**config.mk**
```make
export PLATFORM = sky130hd
export DESIGN_NAME = escape_time_celtic_pixel
export DESIGN_NICKNAME = d
export VERILOG_FILES = /design/src/rtl/etcp_pkg.sv /design/src/rtl/etcp_div.sv /design/src/rtl/escape_time_celtic_pixel.sv
export SDC_FILE = /design/constraint.sdc
export NUM_CORES = 2
export LEC_CHECK = 0
export BUFFER_PORTS_ARGS = -buffer_cell sky130_fd_sc_hd__buf_4
export CAP_MARGIN = 25
export CORE_MARGIN = 2
export CORE_UTILIZATION = 50
export CTS_BUF_LIST = sky130_fd_sc_hd__clkbuf_16
export DETAILED_ROUTE_END_ITERATION = 7
export HOLD_SLACK_MARGIN = 0.06
export PLACE_DENSITY_LB_ADDON = 0.1
export RECOVER_POWER = 25
export SLEW_MARGIN = 20
export SYNTH_ARGS = -nofsm -noshare
export SYNTH_HDL_FRONTEND = slang
export SYNTH_HIERARCHICAL = 1
export SYNTH_SLANG_ARGS = --single-unit
```
**constraint.sdc**
```tcl
create_clock -name clk -period 13.8 [get_ports clk]
set_clock_uncertainty 0.1 [all_clocks]
set_input_delay 2.07 -clock clk [delete_from_list [all_inputs] [get_ports clk]]
set_output_delay 2.07 -clock clk [all_outputs]
set_load 0.02 [all_outputs]
```
**src/rtl/etcp_pkg.sv**
```systemverilog
// ----------------------------------------------------------------------------
// etcp_pkg - shared constants and helpers for the Celtic escape-time pixel unit
// Fixed-point formats, register indexes and reset values, and the small
// saturation/magnitude functions used by the datapath.
// ----------------------------------------------------------------------------
package etcp_pkg;

	localparam int FRACTION_BITS  = 28;
	localparam int MAX_ITERATIONS = 100;

	// z and c parts: signed, ZW bits, FRACTION_BITS fraction bits
	localparam int ZW      = FRACTION_BITS + 4;
	localparam int REG_W   = 32;
	localparam int PIX_W   = 12;
	localparam int ZOOM_FRAC = 16;
	// quotient of |pixel| * 2^(ZOOM_FRAC + FRACTION_BITS) / zoom
	localparam int QW      = PIX_W + ZOOM_FRAC + FRACTION_BITS;
	// wide signed width used for the add/clamp steps
	localparam int EXT_W   = QW + 2;
	localparam int CMP_W   = (ZW > REG_W) ? ZW : REG_W;

	localparam int NW      = $clog2(MAX_ITERATIONS + 1);
	localparam int COUNT_W = 7;
	localparam int COLOUR_W = 32;

	// red = min(255, 255*n/100), alpha = 255 - n mod 255
	localparam int RED_SCALE      = 255;
	localparam int COLOUR_DIVISOR = 100;
	localparam int RED_WHOLE      = RED_SCALE / COLOUR_DIVISOR;
	localparam int RED_FRAC       = RED_SCALE % COLOUR_DIVISOR;
	localparam int RED_W          = 8;
	localparam int REM_W          = $clog2(COLOUR_DIVISOR);
	localparam int ALPHA_MOD      = 255;
	localparam int ALPHA_W        = 8;

	// configuration register indexes
	localparam int CFG_IDX_W = 2;
	localparam logic [CFG_IDX_W-1:0] CFG_ZOOM   = 2'd0;
	localparam logic [CFG_IDX_W-1:0] CFG_CRE    = 2'd1;
	localparam logic [CFG_IDX_W-1:0] CFG_CIM    = 2'd2;
	localparam logic [CFG_IDX_W-1:0] CFG_BAIL   = 2'd3;

	localparam logic [REG_W-1:0] ZOOM_RESET = 32'd13107200;
	localparam logic [REG_W-1:0] CRE_RESET  = 32'd0;
	localparam logic [REG_W-1:0] CIM_RESET  = 32'd0;
	localparam logic [REG_W-1:0] BAIL_RESET = 32'd1073741824;

	localparam logic signed [EXT_W-1:0] ZMAX_X = (EXT_W'(1) <<< (ZW - 1)) - EXT_W'(1);
	localparam logic signed [EXT_W-1:0] ZMIN_X = -ZMAX_X - EXT_W'(1);

	// saturate a wide signed value into the z format
	function automatic logic signed [ZW-1:0] clamp_z(logic signed [EXT_W-1:0] v);
		logic signed [EXT_W-1:0] r;
		r = v;
		if (v > ZMAX_X)
			r = ZMAX_X;
		else if (v < ZMIN_X)
			r = ZMIN_X;
		return r[ZW-1:0];
	endfunction

	// unsigned magnitude of a z value; the most negative value maps to 2^(ZW-1)
	function automatic logic [ZW-1:0] mag_z(logic signed [ZW-1:0] v);
		return v[ZW-1] ? ZW'(-v) : ZW'(v);
	endfunction

	// floor(p / 2^F), saturated at 2^ZW - 1
	function automatic logic [ZW-1:0] sq_trunc(logic [2*ZW-1:0] p);
		logic [ZW-1:0] r;
		if (|p[2*ZW-1:ZW+FRACTION_BITS])
			r = '1;
		else
			r = p[ZW+FRACTION_BITS-1:FRACTION_BITS];
		return r;
	endfunction

	// signed quotient plus centre offset, clamped to the z range
	function automatic logic signed [ZW-1:0] map_point(logic [QW-1:0] q, logic neg,
	                                                    logic [REG_W-1:0] centre);
		logic signed [EXT_W-1:0] qs;
		logic signed [EXT_W-1:0] cs;
		qs = $signed({2'b00, q});
		if (neg)
			qs = -qs;
		cs = $signed({{(EXT_W-REG_W){centre[REG_W-1]}}, centre});
		return clamp_z(qs + cs);
	endfunction

endpackage

```
**src/rtl/etcp_div.sv**
```systemverilog
// ----------------------------------------------------------------------------
// etcp_div - bit-serial restoring divider for the pixel-to-point mapping
// Computes floor(dividend * 2^(QW-PIX_W) / divisor), one quotient bit a cycle.
// done pulses for one cycle with the quotient held afterwards.
// ----------------------------------------------------------------------------
module etcp_div (
	input  logic                              clk,
	input  logic                              arst_n,
	input  logic                              go,
	input  logic [etcp_pkg::PIX_W-1:0]        dividend,
	input  logic [etcp_pkg::REG_W-1:0]        divisor,
	output logic                              done,
	output logic [etcp_pkg::QW-1:0]           quotient
);

	localparam int CW = $clog2(etcp_pkg::QW);

	logic                            run_q;
	logic                            done_q;
	logic [CW-1:0]                   cnt_q;
	logic [etcp_pkg::QW-1:0]         dvd_q;
	logic [etcp_pkg::QW-1:0]         quot_q;
	logic [etcp_pkg::REG_W-1:0]      rem_q;
	logic [etcp_pkg::REG_W-1:0]      dsr_q;

	logic [etcp_pkg::REG_W:0]        trial;
	logic [etcp_pkg::REG_W:0]        trial_sub;
	logic                            fits;

	assign trial     = {rem_q, dvd_q[etcp_pkg::QW-1]};
	assign trial_sub = trial - {1'b0, dsr_q};
	assign fits      = trial >= {1'b0, dsr_q};

	always_ff @(posedge clk or negedge arst_n) begin
		if (!arst_n) begin
			run_q  <= 1'b0;
			done_q <= 1'b0;
			cnt_q  <= '0;
		end else begin
			done_q <= 1'b0;
			if (go) begin
				run_q <= 1'b1;
				cnt_q <= '0;
			end else if (run_q) begin
				cnt_q <= cnt_q + CW'(1);
				if (cnt_q == CW'(etcp_pkg::QW - 1)) begin
					run_q  <= 1'b0;
					done_q <= 1'b1;
				end
			end
		end
	end

	// remainder stays below the divisor, so REG_W bits hold it
	always_ff @(posedge clk) begin
		if (go) begin
			dvd_q  <= {dividend, (etcp_pkg::QW - etcp_pkg::PIX_W)'(0)};
			rem_q  <= '0;
			quot_q <= '0;
			dsr_q  <= divisor;
		end else if (run_q) begin
			dvd_q  <= {dvd_q[etcp_pkg::QW-2:0], 1'b0};
			rem_q  <= fits ? trial_sub[etcp_pkg::REG_W-1:0] : trial[etcp_pkg::REG_W-1:0];
			quot_q <= {quot_q[etcp_pkg::QW-2:0], fits};
		end
	end

	assign done     = done_q;
	assign quotient = quot_q;

endmodule

```
**src/rtl/escape_time_celtic_pixel.sv**
```systemverilog
// ----------------------------------------------------------------------------
// escape_time_celtic_pixel - Celtic Mandelbrot escape-time pixel unit
// Maps a pixel offset to a point c and counts Celtic iterations until escape.
// ----------------------------------------------------------------------------
// Usage:
//   A request (pixel_x, pixel_y) is taken on a clock edge with start high and
//   busy low. busy stays high until the result is out. The result appears on
//   iteration_count and pixel_colour for exactly one cycle with done high;
//   the receiver has no way to hold it, so it must sample that cycle.
//   Configuration: cfg_write with cfg_index/cfg_data writes zoom (0), centre
//   real (1), centre imag (2) and bailout (3); write only while idle.
// Sequence:
//   Two serial divides map x and y, then each iteration steps through the
//   states MULP, UPD, MULR, MULI and CHK on the single 32x32 multiplier
//   (cross product, update, re^2, im^2, check); the number of iterations
//   run is min(count + 1, 100).
//   busy drops in the done cycle, so the next request can start right away.
// Reset: asynchronous, clears config to defaults and returns to idle.
// ----------------------------------------------------------------------------
module escape_time_celtic_pixel (
	input  logic                                 clk,
	input  logic                                 arst_n,
	input  logic                                 start,
	output logic                                 busy,
	input  logic signed [etcp_pkg::PIX_W-1:0]    pixel_x,
	input  logic signed [etcp_pkg::PIX_W-1:0]    pixel_y,
	input  logic                                 cfg_write,
	input  logic [etcp_pkg::CFG_IDX_W-1:0]       cfg_index,
	input  logic [etcp_pkg::REG_W-1:0]           cfg_data,
	output logic                                 done,
	output logic [etcp_pkg::COUNT_W-1:0]         iteration_count,
	output logic [etcp_pkg::COLOUR_W-1:0]        pixel_colour
);

	localparam int ZW = etcp_pkg::ZW;
	localparam int EXT_W = etcp_pkg::EXT_W;
	localparam int NW = etcp_pkg::NW;

	localparam logic [2:0] S_IDLE = 3'd0;
	localparam logic [2:0] S_DIVX = 3'd1;
	localparam logic [2:0] S_DIVY = 3'd2;
	localparam logic [2:0] S_MULP = 3'd3;
	localparam logic [2:0] S_UPD  = 3'd4;
	localparam logic [2:0] S_MULR = 3'd5;
	localparam logic [2:0] S_MULI = 3'd6;
	localparam logic [2:0] S_CHK  = 3'd7;

	logic [2:0]                     state_q;

	logic [etcp_pkg::REG_W-1:0]     zoom_q;
	logic [etcp_pkg::REG_W-1:0]     cre_cfg_q;
	logic [etcp_pkg::REG_W-1:0]     cim_cfg_q;
	logic [etcp_pkg::REG_W-1:0]     bail_q;

	logic                           xneg_q;
	logic signed [etcp_pkg::PIX_W-1:0] py_q;

	logic signed [ZW-1:0]           cre_q;
	logic signed [ZW-1:0]           cim_q;
	logic signed [ZW-1:0]           re_q;
	logic signed [ZW-1:0]           im_q;
	logic [ZW-1:0]                  re2_q;
	logic [ZW-1:0]                  im2_q;
	logic [2*ZW-1:0]                prod_q;

	logic [NW-1:0]                  n_q;
	logic [etcp_pkg::RED_W-1:0]     red_q;
	logic [etcp_pkg::REM_W-1:0]     rrem_q;
	logic [etcp_pkg::ALPHA_W-1:0]   amod_q;

	logic                           done_q;
	logic [etcp_pkg::COUNT_W-1:0]   count_q;
	logic [etcp_pkg::COLOUR_W-1:0]  colour_q;

	// divider hookup
	logic                           div_go;
	logic [etcp_pkg::PIX_W-1:0]     div_dvd;
	logic [etcp_pkg::REG_W-1:0]     div_dsr;
	logic                           div_done;
	logic [etcp_pkg::QW-1:0]        div_quot;

	logic                           accept;
	logic [etcp_pkg::PIX_W-1:0]     px_mag;
	logic [etcp_pkg::PIX_W-1:0]     py_mag;

	// shared multiplier
	logic [ZW-1:0]                  mul_a;
	logic [ZW-1:0]                  mul_b;
	logic [ZW-1:0]                  sq;

	// z update
	logic signed [ZW:0]             diff;
	logic [ZW-1:0]                  absd;
	logic [EXT_W-1:0]               cross_x;
	logic signed [EXT_W-1:0]        cross_term;
	logic signed [ZW-1:0]           nre;
	logic signed [ZW-1:0]           nim;

	// escape check
	logic [ZW:0]                    sum;
	logic [ZW-1:0]                  sum_sat;
	logic                           escape;

	// counters
	logic [NW-1:0]                  n_nxt;
	logic                           last;
	logic [etcp_pkg::REM_W:0]       rsum;
	logic                           rcarry;
	logic [etcp_pkg::REM_W-1:0]     rrem_nxt;
	logic [etcp_pkg::RED_W+1:0]     red_sum;
	logic [etcp_pkg::RED_W-1:0]     red_nxt;
	logic [etcp_pkg::ALPHA_W-1:0]   amod_nxt;
	logic [NW-1:0]                  n_fin;
	logic [etcp_pkg::RED_W-1:0]     red_fin;
	logic [etcp_pkg::ALPHA_W-1:0]   amod_fin;

	assign accept = start && (state_q == S_IDLE);
	assign busy   = (state_q != S_IDLE);

	assign px_mag = pixel_x[etcp_pkg::PIX_W-1] ? etcp_pkg::PIX_W'(-pixel_x) : pixel_x;
	assign py_mag = py_q[etcp_pkg::PIX_W-1] ? etcp_pkg::PIX_W'(-py_q) : py_q;

	assign div_go  = accept || ((state_q == S_DIVX) && div_done);
	assign div_dvd = accept ? px_mag : py_mag;
	assign div_dsr = (zoom_q == '0) ? etcp_pkg::REG_W'(1) : zoom_q;

	etcp_div u_div (
		.clk      (clk),
		.arst_n   (arst_n),
		.go       (div_go),
		.dividend (div_dvd),
		.divisor  (div_dsr),
		.done     (div_done),
		.quotient (div_quot)
	);

	// configuration registers
	always_ff @(posedge clk or negedge arst_n) begin
		if (!arst_n) begin
			zoom_q    <= etcp_pkg::ZOOM_RESET;
			cre_cfg_q <= etcp_pkg::CRE_RESET;
			cim_cfg_q <= etcp_pkg::CIM_RESET;
			bail_q    <= etcp_pkg::BAIL_RESET;
		end else if (cfg_write) begin
			unique case (cfg_index)
				etcp_pkg::CFG_ZOOM: zoom_q    <= cfg_data;
				etcp_pkg::CFG_CRE:  cre_cfg_q <= cfg_data;
				etcp_pkg::CFG_CIM:  cim_cfg_q <= cfg_data;
				etcp_pkg::CFG_BAIL: bail_q    <= cfg_data;
				default: ;
			endcase
		end
	end

	// operand select for the shared multiplier
	always_comb begin
		mul_a = etcp_pkg::mag_z(re_q);
		mul_b = etcp_pkg::mag_z(im_q);
		case (state_q)
			S_MULR:  mul_b = etcp_pkg::mag_z(re_q);
			S_MULI:  mul_a = etcp_pkg::mag_z(im_q);
			default: ;
		endcase
	end

	always_ff @(posedge clk) begin
		prod_q <= mul_a * mul_b;
	end

	assign sq = etcp_pkg::sq_trunc(prod_q);

	// new z from old z: re' = |re2 - im2| + cre, im' = -2*re*im + cim
	assign diff = $signed({1'b0, re2_q}) - $signed({1'b0, im2_q});
	assign absd = diff[ZW] ? ZW'(-diff) : ZW'(diff);
	assign nre  = etcp_pkg::clamp_z($signed({{(EXT_W-ZW){1'b0}}, absd})
	                                + $signed({{(EXT_W-ZW){cre_q[ZW-1]}}, cre_q}));

	assign cross_x    = {{(EXT_W-ZW-1){1'b0}}, sq, 1'b0};
	assign cross_term = (re_q[ZW-1] == im_q[ZW-1]) ? -$signed(cross_x) : $signed(cross_x);
	assign nim = etcp_pkg::clamp_z(cross_term
	                               + $signed({{(EXT_W-ZW){cim_q[ZW-1]}}, cim_q}));

	// |z|^2 in the check cycle: re2_q already holds the new re^2, sq the new im^2
	assign sum     = {1'b0, re2_q} + {1'b0, sq};
	assign sum_sat = sum[ZW] ? '1 : sum[ZW-1:0];
	assign escape  = etcp_pkg::CMP_W'(sum_sat) >= etcp_pkg::CMP_W'(bail_q);

	assign n_nxt = n_q + NW'(1);
	assign last  = (n_nxt == NW'(etcp_pkg::MAX_ITERATIONS));

	// running 255*n/100 as quotient and remainder
	assign rsum     = (etcp_pkg::REM_W+1)'(rrem_q) + (etcp_pkg::REM_W+1)'(etcp_pkg::RED_FRAC);
	assign rcarry   = rsum >= (etcp_pkg::REM_W+1)'(etcp_pkg::COLOUR_DIVISOR);
	assign rrem_nxt = rcarry ? etcp_pkg::REM_W'(rsum - (etcp_pkg::REM_W+1)'(etcp_pkg::COLOUR_DIVISOR))
	                         : etcp_pkg::REM_W'(rsum);
	assign red_sum  = (etcp_pkg::RED_W+2)'(red_q) + (etcp_pkg::RED_W+2)'(etcp_pkg::RED_WHOLE)
	                  + (etcp_pkg::RED_W+2)'(rcarry);
	assign red_nxt  = (red_sum > (etcp_pkg::RED_W+2)'(etcp_pkg::RED_SCALE))
	                  ? etcp_pkg::RED_W'(etcp_pkg::RED_SCALE) : etcp_pkg::RED_W'(red_sum);
	assign amod_nxt = (amod_q == etcp_pkg::ALPHA_W'(etcp_pkg::ALPHA_MOD - 1))
	                  ? '0 : amod_q + etcp_pkg::ALPHA_W'(1);

	// an escaping iteration is not counted
	assign n_fin    = escape ? n_q : n_nxt;
	assign red_fin  = escape ? red_q : red_nxt;
	assign amod_fin = escape ? amod_q : amod_nxt;

	always_ff @(posedge clk or negedge arst_n) begin
		if (!arst_n) begin
			state_q <= S_IDLE;
			done_q  <= 1'b0;
		end else begin
			done_q <= 1'b0;
			unique case (state_q)
				S_IDLE: if (start) state_q <= S_DIVX;
				S_DIVX: if (div_done) state_q <= S_DIVY;
				S_DIVY: if (div_done) state_q <= S_MULP;
				S_MULP: state_q <= S_UPD;
				S_UPD:  state_q <= S_MULR;
				S_MULR: state_q <= S_MULI;
				S_MULI: state_q <= S_CHK;
				S_CHK: begin
					if (escape || last) begin
						state_q <= S_IDLE;
						done_q  <= 1'b1;
					end else begin
						state_q <= S_MULP;
					end
				end
				default: state_q <= S_IDLE;
			endcase
		end
	end

	always_ff @(posedge clk) begin
		if (accept) begin
			xneg_q <= pixel_x[etcp_pkg::PIX_W-1];
			py_q   <= pixel_y;
		end
		if ((state_q == S_DIVX) && div_done)
			cre_q <= etcp_pkg::map_point(div_quot, xneg_q, cre_cfg_q);
		if ((state_q == S_DIVY) && div_done) begin
			cim_q  <= etcp_pkg::map_point(div_quot, py_q[etcp_pkg::PIX_W-1], cim_cfg_q);
			re_q   <= '0;
			im_q   <= '0;
			re2_q  <= '0;
			im2_q  <= '0;
			n_q    <= '0;
			red_q  <= '0;
			rrem_q <= '0;
			amod_q <= '0;
		end
		if (state_q == S_UPD) begin
			re_q <= nre;
			im_q <= nim;
		end
		if (state_q == S_MULI)
			re2_q <= sq;
		if (state_q == S_CHK) begin
			im2_q  <= sq;
			n_q    <= n_nxt;
			red_q  <= red_nxt;
			rrem_q <= rrem_nxt;
			amod_q <= amod_nxt;
			if (escape || last) begin
				count_q  <= etcp_pkg::COUNT_W'(n_fin);
				colour_q <= {red_fin, 16'h0000,
				             etcp_pkg::ALPHA_W'(etcp_pkg::ALPHA_MOD) - amod_fin};
			end
		end
	end

	assign done            = done_q;
	assign iteration_count = count_q;
	assign pixel_colour    = colour_q;

`ifndef SYNTHESIS
	a_done_after_busy: assert property (@(posedge clk) disable iff (!arst_n)
		done |-> $past(busy))
		else $error("done without a request in flight");

	a_accept_busy: assert property (@(posedge clk) disable iff (!arst_n)
		(start && !busy) |=> (busy && !done))
		else $error("accepted request did not raise busy");

	a_count_range: assert property (@(posedge clk) disable iff (!arst_n)
		(state_q == S_MULP) |-> (n_q < NW'(etcp_pkg::MAX_ITERATIONS)))
		else $error("iteration counter past cap");

	a_red_rem: assert property (@(posedge clk) disable iff (!arst_n)
		(state_q == S_MULP) |-> (rrem_q < etcp_pkg::REM_W'(etcp_pkg::COLOUR_DIVISOR)))
		else $error("red remainder out of range");

	a_div_in_map: assert property (@(posedge clk) disable iff (!arst_n)
		div_done |-> (state_q == S_DIVX || state_q == S_DIVY))
		else $error("divider finished outside mapping");
`endif

endmodule

```
==> metrics <==
status finished, violations left; failing checks max-capacitance violations, max-slew violations; crit-path max FO 15; Slew @ Worst Pin around 2800 ps; Peak Freq ~0.08 GHz; type of the worst setup path flop to flop; DRT iter0 DRCs 5819; Pins Over Slew Limit roughly 270; top area cells in the synthesized netlist fa_1 23%, edfxtp_1 12%, ha_1 9.7%; core area around 150000 um^2; Relative slew margins -86.6%; share of the synthesized area in the top cell type between 20% and 30%; Die Area between 150000 and 200000 um^2; Sink Count approximately 570; die height 399 um; Die W ~400 um; min Tclk post-route 12200 ps; htree depth 3; finished layout cell area between 80000 and 90000 um^2; GPL Wtd Cong roughly 1.0; Worst Setup SP re_q[4]; worst path arrival time 12710 ps; worst skew pair latency a little under 700 ps; most frequent CP cell fa_1; Placement Cell Area between 80000 and 90000 um^2; I/O Buffers 86; final wirelength 270000 um; DRT antenna net count 0; Critical Path RT 14300 ps; Synth Flop Type edfxtp_1; first-pass iteration count of the detailed router 7; Rows between 100 and 150; CP Launch Type flop; synthesized instance count between 8000 and 9000; grt total ovfl 0; Final nets approximately 10000; crit path capture type flop; most frequent cells in the layout 1202 x inv_1, 1062 x nor2_1, 928 x nand2_1; M3 GR Usage under 10%; # IOs roughly 100; drc violations 0; R2R Path Start re_q[4]; CTS buffer count 70; Post-CTS Setup Inserts 0; CTS Root Cell clkbuf_16; gr usage total between 30% and 40%; Syn-to-layout area delta 6.74%; initial core utilization around half; post-synth top area cell fa_1; first-pass GRT wire length 407000 um; number of global-route vias before repair about 65000; CTS clk-pin slew, worst paths about 60 ps; clock buffer depth 3; worst min path class flop to flop; grt met2 use 53.1%; final setup margin around 1600 ps; Hold Crit Start zoom_q[24]; RSZ-0062 raised after global routing false; HPWL after detailed placement between 200000 and 250000 um; cts hold-fix bufs 0; via/cell ratio slightly below 6; post-synthesis sequential area ratio between 10% and 20%; Hold Vio Cnt, Final 0; CP max-delay cell o31ai_1; GRT Max-Usage Layer met2; setup_tns 0 ps; register bit total from synthesis 566; post-cts sizing count 0; commonest non-fill, non-tap cell in the layout inv_1; share of cells above drive strength 1 around 7.5%; Vias approximately 65000; Post-Place Setup Slack 1740 ps; Routed wire per std cell 24.7 um; YS warnings 6; slowest stage delay, CP 720 ps; Netlist cell types ~120; Diodes inserted 0; part of the cycle the worst path needs 88.4%; Maximum Capacitance Violations 7; pin count of the biggest net entering global routing 80; Post-synth EDFFs between 300 and 400; endpoints failing setup 0; mapped cell area between 70000 and 80000 um^2; CTS tree yes; Mapped Avg Cell Area 8.71 um^2; Async S/R FF share, synth between 20 and 25%; met1 Use GR a little under half; initial antenna violation count 10
==> Yosys cell counts, types with 17 or more instances <==
cell	number
o211ai_1	33
and3_1	42
nor4_1	57
nor2_1	1065
nor2b_1	52
buf_1	20
and2_1	46
mux2i_1	137
xnor2_1	343
or2_2	30
o31ai_1	58
ha_1	607
clkbuf_1	376
nand2_1	929
buf_4	18
nor3_1	111
mux2_2	204
dfrtp_1	136
a211oi_1	60
a21oi_1	468
fa_1	902
xor2_1	212
o22ai_1	33
a31oi_1	49
o21ai_0	335
a21o_1	180
nand4_1	105
o21a_1	51
buf_2	20
nand2b_1	70
o21bai_1	56
and4_1	17
edfxtp_1	302
dfxtp_1	124
nand3_1	111
or4_1	28
inv_1	1194
or3_1	47
nor3b_1	17
==> routing by layer <==
metal	part of all wire, %	up-vias	wire [um]
met2	44	2688	120000
li1	-	29500	-
met4	4.6	8	12400
met1	42	32500	114000
met5	0.021	-	57
met3	8.6	520	23300
==> state kept, by name, indices dropped and copies added (netlist names), 3 cells and up <==
signal and flops:
zoom_q 32, u_div/dsr_q 32, state_q 3, cre_cfg_q 32, py_q 12, red_q 8, re2_q 32, u_div/rem_q 32
u_div/cnt_q 6, iteration_count 7, cre_q 32, amod_q 8, rrem_q 7, bail_q 32, n_q 7, prod_q 36
u_div/dvd_q 12, im2_q 32, re_q 32, im_q 32, pixel_colour 16, u_div/quotient 56, cim_q 32, cim_cfg_q 32
==> cells by family after synthesis <==
| family | after synthesis | share of synthesized area (%) |
|---|---|---|
| xor gates and xnor gates | 555 | 6.23 |
| buffers and inverters | 1637 | 8.08 |
| adders and majority gates | 1509 | 32.9 |
| other | 1 | 0.00481 |
| muxes | 346 | 4.78 |
| DFF | 566 | 19.3 |
| and+or+nand+nor | 2793 | 16.0 |
| AOI/OAI and AO/OA | 1552 | 12.7 |
==> path summary, 6_finish.rpt <==
kind / slack (ps) / depth (start not counted) / to
setup / recovery: 1600 / 37 / prod_q[63]
hold / removal: 380 / 0 / u_div/dsr_q[24]
setup reg to reg: 1600 / 37 / prod_q[63]
hold reg to reg: 380 / 0 / u_div/dsr_q[24]
max in group asynchronous: 7980 / 2 / cim_cfg_q[10]
min in group asynchronous: 2180 / 1 / cre_cfg_q[31]
==> stage by stage <==
step                      hold WS [ps]  util, %  std cells
final                              378     53.9      10900
after global routing               403     53.9      10900
after CTS                          389     53.9      10900
after detailed placement           371     52.2      10800
after global placement             366     52.2      10800
after floorplan                    367        -       8974
==> final cells by class <==
| type | instances | area (um^2) |
|---|---|---|
| Tap cell | 2044 | 2560 |
| Inverter | 1194 | 4480 |
| Multi-Input combinational cell | 6771 | 57000 |
| Clock inverter | 55 | 649 |
| Sequential cell | 566 | 15100 |
| Timing Repair Buffer | 224 | 1670 |
| Fill cell | 14400 | 71300 |
| Clock buffer | 74 | 1850 |
==> critical path, delay by kind of cell (launching register included) <==
| family | cells | cell delay (ps) |
|---|---|---|
| multiplexers | 1 | 230 |
| adder cells (fa/ha/maj) | 9 | 4620 |
| flip-flops | 1 | 420 |
| AND/OR/NAND/NOR | 11 | 3060 |
| buffers and inverters | 5 | 490 |
| AO/OA/AOI/OAI | 9 | 2690 |
| XOR/XNOR | 2 | 500 |
Power is not shown: default switching activity piles up to over one toggle a cycle in this logic, so the estimate is an artifact.
